--- config.mk ---
export PLATFORM = sky130hd
export DESIGN_NAME = bcis_ctrl
export DESIGN_NICKNAME = d
export VERILOG_FILES = /design/src/hw/rtl/bcis_pkg.sv /design/src/hw/rtl/bcis_ctrl.sv
export VERILOG_INCLUDE_DIRS = /design/src /design/src/hw/rtl
export SDC_FILE = /design/constraint.sdc
export NUM_CORES = 1
export LEC_CHECK = 0
export BUFFER_PORTS_ARGS = -buffer_cell sky130_fd_sc_hd__buf_2
export CAP_MARGIN = 10
export CORE_ASPECT_RATIO = 1.4
export CORE_MARGIN = 1
export CORE_UTILIZATION = 40
export CTS_CLUSTER_SIZE = 16
export DETAILED_ROUTE_END_ITERATION = 7
export MAX_ROUTING_LAYER = met4
export PLACE_DENSITY_LB_ADDON = 0.05
export SYNTH_ARGS = -nofsm -noshare
export SYNTH_HDL_FRONTEND = slang
export SYNTH_SLANG_ARGS = --single-unit
--- constraint.sdc ---
create_clock -name clk_i -period 3.9 [get_ports clk_i]
set_input_delay 0.195 -clock clk_i [delete_from_list [all_inputs] [get_ports clk_i]]
set_output_delay 0.195 -clock clk_i [all_outputs]
set_load 0.01 [all_outputs]
--- src/hw/rtl/assert_macros.svh ---
// assertion helpers for the grid search block
`ifndef ASSERT_MACROS_SVH
`define ASSERT_MACROS_SVH

// property must hold on every clock edge outside reset
`define ASSERT_CLK(label, clk, rst_n, prop) \
  label: assert property (@(posedge clk) disable iff (!rst_n) (prop)) \
    else $error("assertion failed");

// antecedent in this cycle implies consequent in the next
`define ASSERT_NEXT(label, clk, rst_n, ante, cons) \
  label: assert property (@(posedge clk) disable iff (!rst_n) (ante) |=> (cons)) \
    else $error("assertion failed");

`endif

--- src/hw/rtl/bcis_pkg.sv ---
// ----------------------------------------------------------------------------
// bcis_pkg
// Types, constants and helpers shared by the bilinear cell grid search block.
// ----------------------------------------------------------------------------
package bcis_pkg;

  localparam int unsigned CoordWidth = 16;
  localparam int unsigned CntWidth   = 7;
  localparam int unsigned BaseWidth  = 15;
  localparam int unsigned IdxWidth   = 32;
  localparam int unsigned FracWidth  = 16;
  // weight up to 127*127 (14 bit unsigned)
  localparam int unsigned WgtWidth   = 2 * CntWidth;
  // scaled coordinate: sum of four 16x14 products, plus sign and headroom
  localparam int unsigned PosWidth   = CoordWidth + WgtWidth + 3;
  localparam int unsigned DiffWidth  = PosWidth + 1;
  localparam int unsigned DistWidth  = 62;

  localparam logic [CntWidth-1:0] CntReset = 7'd100;

  typedef enum logic {
    REG_SAMPLES_I = 1'b0,
    REG_SAMPLES_K = 1'b1
  } reg_idx_e;

  typedef struct packed {
    logic signed [CoordWidth-1:0] query_x;
    logic signed [CoordWidth-1:0] query_z;
    logic signed [CoordWidth-1:0] corner00_x;
    logic signed [CoordWidth-1:0] corner00_z;
    logic signed [CoordWidth-1:0] corner10_x;
    logic signed [CoordWidth-1:0] corner10_z;
    logic signed [CoordWidth-1:0] corner01_x;
    logic signed [CoordWidth-1:0] corner01_z;
    logic signed [CoordWidth-1:0] corner11_x;
    logic signed [CoordWidth-1:0] corner11_z;
    logic        [BaseWidth-1:0]  base_i;
    logic        [BaseWidth-1:0]  base_k;
  } in_item_t;

  typedef struct packed {
    logic [CntWidth-1:0] best_sample_i;
    logic [CntWidth-1:0] best_sample_k;
    logic [IdxWidth-1:0] index_i_q16;
    logic [IdxWidth-1:0] index_k_q16;
  } out_item_t;

  // controller to datapath
  typedef struct packed {
    logic load;      // latch item, clear best
    logic sample;    // issue lattice sample (a,b) into the pipe
    logic div_start; // begin fraction division
  } dp_cmd_t;

  // datapath to controller
  typedef struct packed {
    logic pipe_busy; // samples still in flight
    logic div_done;
  } dp_sts_t;

  function automatic logic [CntWidth-1:0] eff_count(input logic [CntWidth-1:0] r);
    eff_count = (r == '0) ? CntWidth'(1) : r;
  endfunction

endpackage

--- src/hw/rtl/bcis_ctrl.sv ---
// ----------------------------------------------------------------------------
// bcis_ctrl
// Sequencer: walks the sample lattice and steps the result handshake.
// ----------------------------------------------------------------------------
`include "assert_macros.svh"

module bcis_ctrl import bcis_pkg::*; (
  input  logic                clk_i,
  input  logic                rst_ni,
  input  logic                in_valid_i,
  output logic                in_ready_o,
  output logic                out_valid_o,
  input  logic                out_ready_i,
  input  logic [CntWidth-1:0] ni_i,
  input  logic [CntWidth-1:0] nk_i,
  output logic [CntWidth-1:0] a_o,
  output logic [CntWidth-1:0] b_o,
  output dp_cmd_t             cmd_o,
  input  dp_sts_t             sts_i
);

  typedef enum logic [2:0] {
    ST_IDLE,
    ST_WALK,
    ST_DRAIN,
    ST_DIV,
    ST_OUT
  } state_e;

  state_e              state_q;
  logic [CntWidth-1:0] a_q, b_q;
  logic                out_valid_q;

  assign in_ready_o  = (state_q == ST_IDLE);
  assign out_valid_o = out_valid_q;
  assign a_o         = a_q;
  assign b_o         = b_q;

  always_comb begin
    cmd_o           = '0;
    cmd_o.load      = in_valid_i && (state_q == ST_IDLE);
    cmd_o.sample    = (state_q == ST_WALK);
    cmd_o.div_start = (state_q == ST_DRAIN) && !sts_i.pipe_busy;
  end

  always_ff @(posedge clk_i or negedge rst_ni) begin
    if (!rst_ni) begin
      state_q     <= ST_IDLE;
      a_q         <= '0;
      b_q         <= '0;
      out_valid_q <= 1'b0;
    end else begin
      unique case (state_q)
        ST_IDLE: begin
          if (in_valid_i) begin
            a_q     <= '0;
            b_q     <= '0;
            state_q <= ST_WALK;
          end
        end
        ST_WALK: begin
          if (a_q == ni_i) begin
            a_q <= '0;
            if (b_q == nk_i) begin
              state_q <= ST_DRAIN;
            end else begin
              b_q <= b_q + CntWidth'(1);
            end
          end else begin
            a_q <= a_q + CntWidth'(1);
          end
        end
        ST_DRAIN: begin
          if (!sts_i.pipe_busy) state_q <= ST_DIV;
        end
        ST_DIV: begin
          if (sts_i.div_done) begin
            out_valid_q <= 1'b1;
            state_q     <= ST_OUT;
          end
        end
        ST_OUT: begin
          if (out_ready_i) begin
            out_valid_q <= 1'b0;
            state_q     <= ST_IDLE;
          end
        end
        default: state_q <= ST_IDLE;
      endcase
    end
  end

  `ASSERT_CLK(a_le_ni, clk_i, rst_ni, (state_q != ST_WALK) || (a_q <= ni_i))
  `ASSERT_CLK(valid_in_out, clk_i, rst_ni, out_valid_q == (state_q == ST_OUT))
  `ASSERT_NEXT(load_walk, clk_i, rst_ni, cmd_o.load, state_q == ST_WALK && a_q == '0 && b_q == '0)

endmodule

==> flow_metrics.tcl <==
set metrics [dict create \
    tritoncts.num_buffers 3 \
    route.final.wire_length_microns 2900 \
    power_density_nw_per_um2 485 \
    synth_area_leaders "sky130_fd_sc_hd__dfrtp_1 (39%), sky130_fd_sc_hd__xnor2_1 (7.6%), sky130_fd_sc_hd__o21ai_0 (6.5%), sky130_fd_sc_hd__xor2_1 (5.3%), sky130_fd_sc_hd__nand2_1 (4.2%)" \
    critical-path-top-delay-family "simple AND/OR/NAND/NOR gates" \
    clock_sink_count 18 \
    synth_commonest_cells "sky130_fd_sc_hd__dfrtp_1 (18), sky130_fd_sc_hd__o21ai_0 (15), sky130_fd_sc_hd__nand2_1 (13)" \
    multi_input_logic_area_sq_um 674 \
    synth_largest_type_area_fraction 0.390 \
    filler_cell_count 283 \
    synth-edff-count 0 \
    place_congestion 0.843 \
    grt_overflow_total 0 \
    post_cts_resize_count 0 \
    tritoncts "yes" \
    timing_hold_violations_final 0 \
    finalClockSkew_ns 0.000997 \
    post_synth.cell_area_avg_sq_um 9.02 \
    placement_rows 22 \
    vdd_ir_drop_max_v 0.000283 \
    worst_hold_slack_ns 0.164 \
    path_cells "xor2_1 -> nor4_2 -> and2_1 -> nor2_2 -> o41a_1" \
    endpoint_kind "flip-flop" \
    status "finished, final reports clean" \
    boundaryPins 39 \
    dp_hpwl_microns 2280 \
    area.sequential_sq_um 450 \
    remaining_drc_errors 0 \
    post-route-period-util 0.491 \
    drtIter0Drc 34 \
    sequential_element_share_of_the_synthesized_area 0.390 \
    crit_buf_inv 0 \
    avg_wl_per_cell_microns 14.2 \
    cp.required_ns 4.09 \
    detail_route.vias_per_cell 5.46 \
    synth_most_common_cell "sky130_fd_sc_hd__dfrtp_1" \
    syn_inst_count 128 \
    setup-tns-final_ns 0 \
    fin_nets 192 \
    crit_path_top_delay_cell "sky130_fd_sc_hd__dfrtp_1" \
    holdPathStages 3 \
    reg2reg_setup_slack_ns 1.98 \
    antenna_found_initial 0 \
    min-delay-path-class "in -> reg" \
    grt_setup_unrepaired "no" \
    cts_root_buffer "sky130_fd_sc_hd__clkbuf_4" \
    period_needed_ns 1.92 \
    finalSetupViolCount 0 \
    synthFlopType "sky130_fd_sc_hd__dfrtp_1" \
    timing.critical_path.slowest_cell_delay_ns 0.45 \
    asyncSetResetFlopFracSynth 1.00 \
    count_of_state_elements_after_synthesis 18 \
    initial_core_util 0.433 \
    post_cts_buffers 0 \
    drive_gt1_frac 0.284 \
    leakage_nw 0.668 \
    stdcell_area_sq_um 1420 \
    dr_total_vias 1120 \
    final_max_slew_viol_count 0 \
    hold_path.startpoint "sts_i[0]" \
    htree_num_levels 1 \
    post_dp_cell_area_sq_um 1380 \
    clock_insertion_delay_worst_skew_ns 0.29 \
    dieArea_sq_um 3110 \
    maximum_number_of_pins_on_one_net_before_global_route_repair 19 \
    firstDrtPassIters 4 \
    whs_endpoint "state_q[2]" \
    max-cap-violations 0 \
    fin_util 0.532 \
    grt_util_all_layers 0.223 \
    die_x_microns 47.4 \
    worst_r2r_startpoint "a_o[3]" \
    worst_ep_arrival_ns 2.10 \
    clock_path_buffers 2 \
    r2r.worst_path.cells 5 \
    global_route_wire_length_before_repair_microns 4820 \
    timing.max_slew.rel_slack 0.639 \
    synth_top_cell_by_area "sky130_fd_sc_hd__dfrtp_1" \
    overall_die_height_microns 65.6 \
    ys_warn_count 0 \
    max_slew.worst_pin.slew_ns 0.537 \
    hold_bufs_inserted_after_cts 1 \
    antenna_cells 0 \
    startpoint_type "flip-flop" \
    clk_pin_slew_ns 0.11 \
    crit-reg2reg-capture "state_q[0]" \
    crit_path_max_fanout 9 \
    area.growth.synth_to_final_pct 23.1 \
    post_layout_worst_setup_margin_ns 1.98 \
    grt_pass1_vias 1094 \
    buffers_on_ports 38 \
    antenna_left 0 \
    maxClockFrequency_mhz 522 \
    core_area_sq_um 2670 \
    timing_worst_setup_path_type "reg -> reg" \
    synth_cell_type_count 36 \
    place_ws_ns 2.01 \
    syn_area_sq_um 1150 \
    synth.net_count 150 \
]
## tightest hold or removal path, delay by kind of cell
| kind | cells | cell delay, ns |
|---|---|---|
| buffers and inverters | 1 | 0.10 |
| AO/OA/AOI/OAI | 1 | 0.07 |
| AND/OR/NAND/NOR | 1 | 0.06 |
## final cells by class
| type | instances | share of cell area |
|---|---|---|
| Clock buffer | 4 | 0.0255 |
| Inverter | 4 | 0.0106 |
| Multi-Input combinational cell | 104 | 0.474 |
| Sequential cell | 18 | 0.317 |
| Tap cell | 36 | 0.0317 |
| Timing Repair Buffer | 39 | 0.141 |
## power by group
part	switching, mW	internal (mW)
Combinational	0.144	0.133
Clock	0.0605	0.0569
Sequential	0.0657	0.228
## flip-flops by register name, indices dropped and copies added (netlist names)
signal / flops
b_o: 7
a_o: 7
state_q: 3
out_valid_o: 1
## cells by family (layout without fill, tap and decap cells)
| logic type | after synthesis | after routing | share of synthesized area |
|---|---|---|---|
| AO/OA/AOI/OAI | 40 | 40 | 0.239 |
| XOR/XNOR | 17 | 17 | 0.129 |
| adder cells (fa/ha/maj) | 2 | 2 | 0.0217 |
| buffers and inverters | 6 | 47 | 0.0260 |
| flip-flops | 18 | 18 | 0.390 |
| AND/OR/NAND/NOR | 45 | 45 | 0.194 |
## placed cells by master, fill, tap and decap left out, types with 3 or more instances in the layout
cell type / instances
sky130_fd_sc_hd__a41oi_1: 4
sky130_fd_sc_hd__clkbuf_4: 3
sky130_fd_sc_hd__dfrtp_1: 18
sky130_fd_sc_hd__xnor2_1: 10
sky130_fd_sc_hd__xor2_1: 7
sky130_fd_sc_hd__and2_1: 3
sky130_fd_sc_hd__nor2_1: 8
sky130_fd_sc_hd__inv_1: 4
sky130_fd_sc_hd__o21ai_0: 15
sky130_fd_sc_hd__nand2_1: 13
sky130_fd_sc_hd__buf_2: 38
sky130_fd_sc_hd__nand3_1: 8
sky130_fd_sc_hd__a31oi_1: 5
## worst max path at each step
stage	cells after the start	slack [ns]	startpoint	endpoint
2_1_floorplan	6	2.16	a_o[3]	state_q[0]
3_3_place_gp	5	2.05	a_o[3]	a_o[2]
3_5_place_dp	5	2.01	a_o[3]	state_q[0]
4_1_cts	5	2.00	a_o[3]	state_q[0]
5_1_grt	5	1.80	a_o[3]	a_o[2]
6_report	5	1.98	a_o[3]	state_q[0]
## through the flow
stage	power, mW	instances
after floorplan	0.479	128
after global placement	0.574	200
after global routing	0.752	205
final	0.689	205
after CTS	0.693	205
after detailed placement	0.576	200
## layer usage
| layer | GRT usage | wire, microns | part of all wire |
|---|---|---|---|
| met1 | 0.267 | 1170 | 0.40 |
| met5 | - | 0 | 0 |
| met4 | 0.0786 | 35 | 0.012 |
| met2 | 0.377 | 1580 | 0.54 |
| met3 | 0.0192 | 116 | 0.040 |
No activity file was read; power rests on OpenSTA's default activity.
